**config.mk**
```make
export PLATFORM = sky130hd
export DESIGN_NAME = stick_calibrate_and_map_top
export DESIGN_NICKNAME = d
export VERILOG_FILES = /design/src/hdl/scm_pkg.sv /design/src/hdl/stick_calibrate_and_map_top.sv
export SDC_FILE = /design/constraint.sdc
export NUM_CORES = 2
export LEC_CHECK = 0
export ABC_CLOCK_PERIOD_IN_PS = 10600
export BUFFER_PORTS_ARGS = -buffer_cell sky130_fd_sc_hd__buf_2
export CAP_MARGIN = 10
export CORE_AREA = 3 3 574 291
export DETAILED_ROUTE_END_ITERATION = 8
export DIE_AREA = 0 0 577 294
export GPL_ROUTABILITY_DRIVEN = 0
export GPL_TIMING_DRIVEN = 1
export PLACE_DENSITY = 0.45
export SLEW_MARGIN = 10
export SYNTH_ARGS = -nofsm -noshare
export SYNTH_HDL_FRONTEND = slang
export SYNTH_SLANG_ARGS = --single-unit
```
**constraint.sdc**
```tcl
create_clock -name clk -period 10.6 [get_ports clk]
set_input_delay 2.12 -clock clk [delete_from_list [all_inputs] [get_ports clk]]
set_output_delay 2.12 -clock clk [all_outputs]
set_load 0.05 [all_outputs]
```
**src/hdl/scm_pkg.sv**
```systemverilog
package scm_pkg;

    localparam int SAMPLE_W     = 16;
    localparam int SWITCH_COUNT = 6;
    localparam int SWITCH_W     = 6;
    localparam int AXES         = 4;
    localparam int AXIS_W       = 2;
    localparam int CHAN_W       = 11;
    localparam int SPAN_W       = 11;
    localparam int PROD_W       = SAMPLE_W + SPAN_W;
    localparam int QUO_W        = 12;
    localparam int CNT_W        = 4;
    localparam int VAL_W        = 14;
    localparam int INV_W        = 10;
    localparam int ADDR_W       = 4;
    localparam int DATA_W       = 32;

    localparam logic [SAMPLE_W-1:0] RESET_POINT = 16'd500;
    localparam logic [CHAN_W-1:0]   CHAN_LOW_RST  = 11'd204;
    localparam logic [CHAN_W-1:0]   CHAN_HIGH_RST = 11'd1844;
    localparam logic [INV_W-1:0]    INVERT_RST    = 10'd1;

    // floor(x / 3) == (x * 43691) >> 17 for every 16-bit x
    localparam logic [16:0] THIRD_RECIP = 17'd43691;
    localparam int          THIRD_SHIFT = 17;

    localparam logic [1:0] FUNC_CAL = 2'd0;
    localparam logic [1:0] FUNC_FLY = 2'd1;

    localparam logic [1:0] REG_INVERT    = 2'd0;
    localparam logic [1:0] REG_CHAN_LOW  = 2'd1;
    localparam logic [1:0] REG_CHAN_HIGH = 2'd2;

    typedef enum logic [8:0] {
        ST_IDLE  = 9'b000000001,
        ST_WIDEN = 9'b000000010,
        ST_THIRD = 9'b000000100,
        ST_FLAGS = 9'b000001000,
        ST_MUL   = 9'b000010000,
        ST_SAT   = 9'b000100000,
        ST_DIV   = 9'b001000000,
        ST_FIX   = 9'b010000000,
        ST_OUT   = 9'b100000000
    } state_t;

endpackage

```
**src/hdl/stick_calibrate_and_map_top.sv**
```systemverilog
// Per axis, calibrate/observe items run widen, third and flags; fly items then add multiply,
// range check, 12 divide steps (skipped on zero range or saturation) and fix.
// Flow: one item at a time; in_stall stays high until the result enters the output register,
// which waits while out_stall holds the previous result.
// The divide loop retires one quotient bit per cycle.
// Reset: rst_n asynchronous active low; axis ranges return to 500/500, registers to defaults.
module stick_calibrate_and_map_top
    import scm_pkg::*;
(
    input  logic                clk,
    input  logic                rst_n,
    // configuration
    input  logic                psel,
    input  logic                penable,
    input  logic                pwrite,
    input  logic [ADDR_W-1:0]   paddr,
    input  logic [DATA_W-1:0]   pwdata,
    output logic [DATA_W-1:0]   prdata,
    output logic                pready,
    // input channel
    input  logic                in_valid,
    output logic                in_stall,
    input  logic [1:0]          func,
    input  logic [SAMPLE_W-1:0] throttle_sample,
    input  logic [SAMPLE_W-1:0] yaw_sample,
    input  logic [SAMPLE_W-1:0] roll_sample,
    input  logic [SAMPLE_W-1:0] pitch_sample,
    input  logic [SWITCH_W-1:0] switch_bits,
    input  logic                menu_button,
    // output channel
    output logic                out_valid,
    input  logic                out_stall,
    output logic                channels_valid,
    output logic [CHAN_W-1:0]   throttle_channel,
    output logic [CHAN_W-1:0]   yaw_channel,
    output logic [CHAN_W-1:0]   roll_channel,
    output logic [CHAN_W-1:0]   pitch_channel,
    output logic [SWITCH_W-1:0] switch_high_mask,
    output logic                menu_pressed,
    output logic                range_changed,
    output logic                sticks_centered,
    output logic [AXES-1:0]     up_flags,
    output logic [AXES-1:0]     down_flags
);

    // control and state
    state_t                state_reg, state_next;
    logic [AXIS_W-1:0]     axis_reg, axis_next;
    logic [SAMPLE_W-1:0]   low_reg [AXES];
    logic [SAMPLE_W-1:0]   low_next [AXES];
    logic [SAMPLE_W-1:0]   high_reg [AXES];
    logic [SAMPLE_W-1:0]   high_next [AXES];
    logic                  out_valid_reg, out_valid_next;
    logic [INV_W-1:0]      invert_reg, invert_next;
    logic [CHAN_W-1:0]     chlow_reg, chlow_next;
    logic [CHAN_W-1:0]     chhigh_reg, chhigh_next;

    // item datapath
    logic [1:0]            func_reg, func_next;
    logic [SAMPLE_W-1:0]   smp_reg [AXES];
    logic [SAMPLE_W-1:0]   smp_next [AXES];
    logic [SWITCH_W-1:0]   sw_reg, sw_next;
    logic                  menu_reg, menu_next;
    logic [SAMPLE_W-1:0]   third_reg, third_next;
    logic                  changed_reg, changed_next;
    logic                  centered_reg, centered_next;
    logic [AXES-1:0]       up_reg, up_next;
    logic [AXES-1:0]       down_reg, down_next;
    logic [PROD_W-1:0]     prod_reg, prod_next;
    logic                  neg_reg, neg_next;
    logic [PROD_W-1:0]     rem_reg, rem_next;
    logic [PROD_W-1:0]     dsh_reg, dsh_next;
    logic [QUO_W-1:0]      quo_reg, quo_next;
    logic [CNT_W-1:0]      cnt_reg, cnt_next;
    logic [CHAN_W-1:0]     chan_reg [AXES];
    logic [CHAN_W-1:0]     chan_next [AXES];

    // output register
    logic                  o_chv_reg, o_chv_next;
    logic [CHAN_W-1:0]     o_chan_reg [AXES];
    logic [CHAN_W-1:0]     o_chan_next [AXES];
    logic [SWITCH_W-1:0]   o_sw_reg, o_sw_next;
    logic                  o_menu_reg, o_menu_next;
    logic                  o_changed_reg, o_changed_next;
    logic                  o_centered_reg, o_centered_next;
    logic [AXES-1:0]       o_up_reg, o_up_next;
    logic [AXES-1:0]       o_down_reg, o_down_next;

    // shared per-axis arithmetic
    logic [SAMPLE_W-1:0]   cur_s, cur_lo, cur_hi, range_w;
    logic [32:0]           third_prod;
    logic [SAMPLE_W:0]     lo_plus_third, mid, mid_plus, s_plus;
    logic [SAMPLE_W-1:0]   delta;
    logic [AXES-1:0]       inv_axes;
    logic [CHAN_W-1:0]     start_v, end_v, floor_v, ceil_v;
    logic                  s_below, span_neg;
    logic [SAMPLE_W-1:0]   mag_s;
    logic [SPAN_W-1:0]     mag_span;
    logic [PROD_W:0]       sat_lim;
    logic [VAL_W-1:0]      val;
    logic [CHAN_W-1:0]     clamped;
    logic                  in_xfer, out_xfer, cfg_wr, last_axis;
    logic [SWITCH_W-1:0]   sw_map;

    assign in_xfer   = in_valid && !in_stall;
    assign out_xfer  = out_valid_reg && !out_stall;
    assign cfg_wr    = psel && penable && pwrite && pready;
    assign last_axis = (axis_reg == AXIS_W'(AXES - 1));
    assign in_stall  = (state_reg != ST_IDLE);
    assign pready    = 1'b1;

    always_comb
    begin
        prdata = '0;
        case (paddr[3:2])
            REG_INVERT:    prdata = DATA_W'(invert_reg);
            REG_CHAN_LOW:  prdata = DATA_W'(chlow_reg);
            REG_CHAN_HIGH: prdata = DATA_W'(chhigh_reg);
            default:       prdata = '0;
        endcase
    end

    // per-axis operands
    assign cur_s      = smp_reg[axis_reg];
    assign cur_lo     = low_reg[axis_reg];
    assign cur_hi     = high_reg[axis_reg];
    assign range_w    = cur_hi - cur_lo;
    assign third_prod = range_w * THIRD_RECIP;
    assign delta      = range_w >> 4;
    assign mid        = {1'b0, cur_lo} + {2'b0, range_w[SAMPLE_W-1:1]};
    assign mid_plus   = mid + {1'b0, delta};
    assign s_plus     = {1'b0, cur_s} + {1'b0, delta};
    assign lo_plus_third = {1'b0, cur_lo} + {1'b0, third_reg};

    assign inv_axes = invert_reg[AXES-1:0];
    assign start_v  = inv_axes[axis_reg] ? chhigh_reg : chlow_reg;
    assign end_v    = inv_axes[axis_reg] ? chlow_reg : chhigh_reg;
    assign floor_v  = (chlow_reg < chhigh_reg) ? chlow_reg : chhigh_reg;
    assign ceil_v   = (chlow_reg < chhigh_reg) ? chhigh_reg : chlow_reg;
    assign s_below  = cur_s < cur_lo;
    assign mag_s    = s_below ? (cur_lo - cur_s) : (cur_s - cur_lo);
    assign span_neg = end_v < start_v;
    assign mag_span = span_neg ? (start_v - end_v) : (end_v - start_v);
    assign sat_lim  = {range_w, {QUO_W{1'b0}}};

    // truncating divide: apply sign to magnitude quotient, then clamp
    assign val = neg_reg ? (VAL_W'(start_v) - VAL_W'(quo_reg))
                         : (VAL_W'(start_v) + VAL_W'(quo_reg));

    always_comb
    begin
        if ($signed(val) < $signed(VAL_W'(floor_v)))
            clamped = floor_v;
        else if ($signed(val) > $signed(VAL_W'(ceil_v)))
            clamped = ceil_v;
        else
            clamped = val[CHAN_W-1:0];
    end

    always_comb
    begin
        sw_map = '0;
        for (int i = 0; i < SWITCH_COUNT; i++)
            sw_map[i] = sw_reg[i] ^ invert_reg[AXES + i];
    end

    always_comb
    begin
        state_next     = state_reg;
        axis_next      = axis_reg;
        low_next       = low_reg;
        high_next      = high_reg;
        invert_next    = invert_reg;
        chlow_next     = chlow_reg;
        chhigh_next    = chhigh_reg;
        out_valid_next = out_valid_reg && !out_xfer;
        func_next      = func_reg;
        smp_next       = smp_reg;
        sw_next        = sw_reg;
        menu_next      = menu_reg;
        third_next     = third_reg;
        changed_next   = changed_reg;
        centered_next  = centered_reg;
        up_next        = up_reg;
        down_next      = down_reg;
        prod_next      = prod_reg;
        neg_next       = neg_reg;
        rem_next       = rem_reg;
        dsh_next       = dsh_reg;
        quo_next       = quo_reg;
        cnt_next       = cnt_reg;
        chan_next      = chan_reg;
        o_chv_next      = o_chv_reg;
        o_chan_next     = o_chan_reg;
        o_sw_next       = o_sw_reg;
        o_menu_next     = o_menu_reg;
        o_changed_next  = o_changed_reg;
        o_centered_next = o_centered_reg;
        o_up_next       = o_up_reg;
        o_down_next     = o_down_reg;

        if (cfg_wr)
        begin
            case (paddr[3:2])
                REG_INVERT:    invert_next = pwdata[INV_W-1:0];
                REG_CHAN_LOW:  chlow_next  = pwdata[CHAN_W-1:0];
                REG_CHAN_HIGH: chhigh_next = pwdata[CHAN_W-1:0];
                default:       ;
            endcase
        end

        case (state_reg)
            ST_IDLE:
            begin
                if (in_xfer)
                begin
                    func_next     = func;
                    smp_next[0]   = throttle_sample;
                    smp_next[1]   = yaw_sample;
                    smp_next[2]   = roll_sample;
                    smp_next[3]   = pitch_sample;
                    sw_next       = switch_bits;
                    menu_next     = menu_button;
                    axis_next     = '0;
                    changed_next  = 1'b0;
                    centered_next = 1'b1;
                    up_next       = '0;
                    down_next     = '0;
                    for (int a = 0; a < AXES; a++)
                        chan_next[a] = '0;
                    state_next    = ST_WIDEN;
                end
            end
            ST_WIDEN:
            begin
                if (func_reg == FUNC_CAL)
                begin
                    if (cur_lo > cur_s)
                    begin
                        low_next[axis_reg] = cur_s;
                        changed_next = 1'b1;
                    end
                    else if (cur_hi < cur_s)
                    begin
                        high_next[axis_reg] = cur_s;
                        changed_next = 1'b1;
                    end
                end
                state_next = ST_THIRD;
            end
            ST_THIRD:
            begin
                third_next = third_prod[THIRD_SHIFT +: SAMPLE_W];
                state_next = ST_FLAGS;
            end
            ST_FLAGS:
            begin
                up_next[axis_reg]   = cur_s > (cur_hi - third_reg);
                down_next[axis_reg] = {1'b0, cur_s} < lo_plus_third;
                if (s_plus < mid || {1'b0, cur_s} > mid_plus)
                    centered_next = 1'b0;
                if (func_reg == FUNC_FLY)
                    state_next = ST_MUL;
                else if (last_axis)
                    state_next = ST_OUT;
                else
                begin
                    axis_next  = axis_reg + 1'b1;
                    state_next = ST_WIDEN;
                end
            end
            ST_MUL:
            begin
                prod_next = mag_s * mag_span;
                neg_next  = s_below ^ span_neg;
                quo_next  = '0;
                // zero range maps to the start value
                state_next = (range_w == '0) ? ST_FIX : ST_SAT;
            end
            ST_SAT:
            begin
                // any quotient past QUO_W bits clamps the same way
                if ({1'b0, prod_reg} >= sat_lim)
                begin
                    quo_next   = '1;
                    state_next = ST_FIX;
                end
                else
                begin
                    rem_next   = prod_reg;
                    dsh_next   = PROD_W'({range_w, {(QUO_W - 1){1'b0}}});
                    cnt_next   = CNT_W'(QUO_W - 1);
                    state_next = ST_DIV;
                end
            end
            ST_DIV:
            begin
                if (rem_reg >= dsh_reg)
                begin
                    rem_next = rem_reg - dsh_reg;
                    quo_next = {quo_reg[QUO_W-2:0], 1'b1};
                end
                else
                    quo_next = {quo_reg[QUO_W-2:0], 1'b0};
                dsh_next = dsh_reg >> 1;
                cnt_next = cnt_reg - 1'b1;
                if (cnt_reg == '0)
                    state_next = ST_FIX;
            end
            ST_FIX:
            begin
                chan_next[axis_reg] = clamped;
                if (last_axis)
                    state_next = ST_OUT;
                else
                begin
                    axis_next  = axis_reg + 1'b1;
                    state_next = ST_WIDEN;
                end
            end
            ST_OUT:
            begin
                // hold until the output register is free
                if (!out_valid_reg || !out_stall)
                begin
                    out_valid_next  = 1'b1;
                    o_chv_next      = (func_reg == FUNC_FLY);
                    o_chan_next     = chan_reg;
                    o_sw_next       = (func_reg == FUNC_FLY) ? sw_map : '0;
                    o_menu_next     = menu_reg;
                    o_changed_next  = changed_reg;
                    o_centered_next = centered_reg;
                    o_up_next       = up_reg;
                    o_down_next     = down_reg;
                    state_next      = ST_IDLE;
                end
            end
            default:
                state_next = ST_IDLE;
        endcase
    end

    always_ff @(posedge clk or negedge rst_n)
    begin
        if (!rst_n)
        begin
            state_reg     <= ST_IDLE;
            axis_reg      <= '0;
            out_valid_reg <= 1'b0;
            invert_reg    <= INVERT_RST;
            chlow_reg     <= CHAN_LOW_RST;
            chhigh_reg    <= CHAN_HIGH_RST;
            for (int a = 0; a < AXES; a++)
            begin
                low_reg[a]  <= RESET_POINT;
                high_reg[a] <= RESET_POINT;
            end
        end
        else
        begin
            state_reg     <= state_next;
            axis_reg      <= axis_next;
            out_valid_reg <= out_valid_next;
            invert_reg    <= invert_next;
            chlow_reg     <= chlow_next;
            chhigh_reg    <= chhigh_next;
            low_reg       <= low_next;
            high_reg      <= high_next;
        end
    end

    always_ff @(posedge clk)
    begin
        func_reg       <= func_next;
        smp_reg        <= smp_next;
        sw_reg         <= sw_next;
        menu_reg       <= menu_next;
        third_reg      <= third_next;
        changed_reg    <= changed_next;
        centered_reg   <= centered_next;
        up_reg         <= up_next;
        down_reg       <= down_next;
        prod_reg       <= prod_next;
        neg_reg        <= neg_next;
        rem_reg        <= rem_next;
        dsh_reg        <= dsh_next;
        quo_reg        <= quo_next;
        cnt_reg        <= cnt_next;
        chan_reg       <= chan_next;
        o_chv_reg      <= o_chv_next;
        o_chan_reg     <= o_chan_next;
        o_sw_reg       <= o_sw_next;
        o_menu_reg     <= o_menu_next;
        o_changed_reg  <= o_changed_next;
        o_centered_reg <= o_centered_next;
        o_up_reg       <= o_up_next;
        o_down_reg     <= o_down_next;
    end

    assign out_valid        = out_valid_reg;
    assign channels_valid   = o_chv_reg;
    assign throttle_channel = o_chan_reg[0];
    assign yaw_channel      = o_chan_reg[1];
    assign roll_channel     = o_chan_reg[2];
    assign pitch_channel    = o_chan_reg[3];
    assign switch_high_mask = o_sw_reg;
    assign menu_pressed     = o_menu_reg;
    assign range_changed    = o_changed_reg;
    assign sticks_centered  = o_centered_reg;
    assign up_flags         = o_up_reg;
    assign down_flags       = o_down_reg;

    // widening only lowers low or raises high, so every range stays ordered
    a_range_ordered: assert property (@(posedge clk) disable iff (!rst_n)
        low_reg[0] <= high_reg[0] && low_reg[1] <= high_reg[1] &&
        low_reg[2] <= high_reg[2] && low_reg[3] <= high_reg[3])
        else $error("axis low above axis high");

    a_chan_clamped: assert property (@(posedge clk) disable iff (!rst_n)
        out_valid && channels_valid |->
            throttle_channel >= floor_v && throttle_channel <= ceil_v &&
            pitch_channel >= floor_v && pitch_channel <= ceil_v)
        else $error("mapped channel outside channel range");

    a_idle_zero: assert property (@(posedge clk) disable iff (!rst_n)
        out_valid && !channels_valid |->
            yaw_channel == '0 && roll_channel == '0 && switch_high_mask == '0)
        else $error("channel fields nonzero outside fly");

    a_result_once: assert property (@(posedge clk) disable iff (!rst_n)
        state_reg == ST_OUT && !out_valid_reg |=> out_valid && state_reg == ST_IDLE)
        else $error("finished item not moved to output register");

endmodule
```
==> impl_metrics.tcl <==
set metrics [dict create \
    status "completed" \
    synth_warnings 0 \
    slowest_stage "mux4_2" \
    fin_ws_ps 607 \
    mostFrequentLayoutCells "ha_1 (492), inv_1 (482), edfxtp_1 (302)" \
    io_buffers 167 \
    area_delta_synth_final_pct 14.2 \
    layout.nets 4908 \
    fin_crit_sh 0.943 \
    hold_class "flop to flop" \
    holdBufCountCts 0 \
    grt_pass1_wl_um 182000 \
    cts_tree "yes" \
    timing.fmax_mhz 100 \
    crit_buf_inv 7 \
    dieArea_um2 170000 \
    cts-root-buf "clkbuf_16" \
    cts_buffers 52 \
    mostFrequentLayoutCell "ha_1" \
    ant_nets 0 \
    drive_above_1_share 0.173 \
    syn_avg_cell_area_um2 10.5 \
    clock_skew_ps 30.3 \
    synth_flop_cell "edfxtp_1" \
    multi_input_area_um2 24800 \
    wirelength_um 120000 \
    htree_levels 2 \
    dieWidth_um 577 \
    synth-seq-cells 474 \
    finalMaxSlewViolations 0 \
    initial_core_util 0.251 \
    syn_area_um2 40600 \
    grt_start_max_net_pins 75 \
    avgViaCountPerCell 4.62 \
    grt_overflow_total 0 \
    layout_min_cycle_time_ps 9990 \
    vias 29122 \
    criticalPathCategory "flop to flop" \
    seq_area_frac_synth 0.331 \
    rows 104 \
    synth_cells 3867 \
    pre_cts_slack_ps 236 \
    max_slew_margin 0.222 \
    hold_violations 0 \
    drtIter0Drc 1605 \
    die_h_um 294 \
    timing.reg2reg.setup_slack_ps 610 \
    antenna_found_initial 2 \
    synth.distinct_cells 95 \
    post_drt_wl_per_cell_um 19.0 \
    maxCapViolCount 0 \
    fillers 16915 \
    worst_path_most_repeated_cell "inv_1" \
    clock-sinks 474 \
    setup_viol 0 \
    critPathRequiredTime_ps 10990 \
    grt_usage 0.138 \
    grt_pass1_vias 30501 \
    path_clk_slew_ps 60 \
    core_area_um2 161000 \
    dr.pass1.iters 5 \
    clock_path_buffers 3 \
    critPathMaxFanout 6 \
    async_flop_share 0.363 \
    start_kind "flop" \
    seq_area_um2 13500 \
    place_hpwl_um 93300 \
    end_kind "flop" \
    drc 0 \
    ioPinCount 213 \
    max_slew.worst_pin.slew_ps 1160 \
    cp_data_arrival_time_ps 10380 \
    clk-insertion-delay-late_ps 640 \
    final_core_util 0.287 \
    synth-edff-count 302 \
    critPathMaxStageDelay_ps 610 \
    cpLargestDelayFamily "adder cells" \
]
[metrics by stage]
step / cells / hold WS, ps / cell area, um^2 / setup TNS [ps]
6_report: 6301 / 411 / 46300 / 0
2_1_floorplan: 3887 / 400 / 40600 / 0
5_1_grt: 6300 / 439 / 46300 / -12.0
3_3_place_gp: 6198 / 403 / 44500 / 0
3_5_place_dp: 6198 / 406 / 44500 / 0
4_1_cts: 6296 / 411 / 46200 / 0
[routing by layer]
| layer | routed length, um | global-route usage | up-vias |
|---|---|---|---|
| li1 | - | - | 13865 |
| met4 | 2900 | 0.0349 | 0 |
| met2 | 57900 | 0.238 | 477 |
| met5 | 0 | 0 | - |
| met1 | 54700 | 0.184 | 14653 |
| met3 | 4060 | 0.0142 | 127 |
[cells in the mapped netlist (all sizes together), types with 15 or more instances]
cell type | instances | area share
xnor2 | 121 | 0.027
xor2 | 64 | 0.014
inv | 484 | 0.045
buf | 51 | 0.0081
and3 | 17 | 0.0026
o21bai | 28 | 0.0052
a21o | 79 | 0.015
edfxtp | 302 | 0.22
mux4 | 49 | 0.027
a211oi | 54 | 0.010
nor2b | 66 | 0.010
mux2 | 169 | 0.047
o21a | 35 | 0.0065
o31ai | 15 | 0.0028
dfstp | 60 | 0.039
nor2 | 265 | 0.025
nand3 | 37 | 0.0046
nand2 | 235 | 0.022
o21ai | 190 | 0.024
fa | 218 | 0.11
nand4 | 27 | 0.0042
ha | 492 | 0.15
nand2b | 88 | 0.014
nor3 | 45 | 0.0056
a21oi | 182 | 0.023
mux2i | 70 | 0.017
a21boi | 16 | 0.0030
nor4 | 18 | 0.0034
or2 | 25 | 0.0039
dfrtp | 112 | 0.069
clkbuf | 91 | 0.0084
[cells by family (layout without fill, tap and decap cells)]
family	Yosys count	in the layout	synth area share
AND/OR/NAND/NOR	885	885	0.106
buffers and inverters	626	865	0.0613
AO/OA/AOI/OAI	697	697	0.109
multiplexers	288	288	0.0917
adder cells (fa/ha/maj)	710	710	0.259
other	2	24	0.000185
XOR/XNOR	185	185	0.0408
flip-flops	474	474	0.331
[final timing paths]
path	startpoint	end	cells after the start
worst max-delay path	axis_reg[0]	prod_reg[26]	39
worst min-delay path	menu_reg	menu_pressed	0
worst max register to register	axis_reg[0]	prod_reg[26]	39
worst min register to register	menu_reg	menu_pressed	0
max in group asynchronous	rst_n	low_reg[19]	3
min in group asynchronous	rst_n	invert_reg[9]	1
[what timing repair did]
item | CTS | global route
gates resized for setup | 0 | 9
hold endpoints to repair | 0 | 0
endpoints found under the setup margin | 0 | 6
setup buffers | 0 | 1
[cell type report]
class,instances,share of cell area
Tap cell,2173,0.0587
Timing Repair Buffer,283,0.0383
Sequential cell,474,0.290
Antenna cell,2,0.000108
Inverter,484,0.0392
Multi-Input combinational cell,2787,0.536
Clock buffer,73,0.0327
Clock inverter,25,0.00424
Power is not shown: default switching activity piles up to over one toggle a cycle in this logic, so the estimate is an artifact.
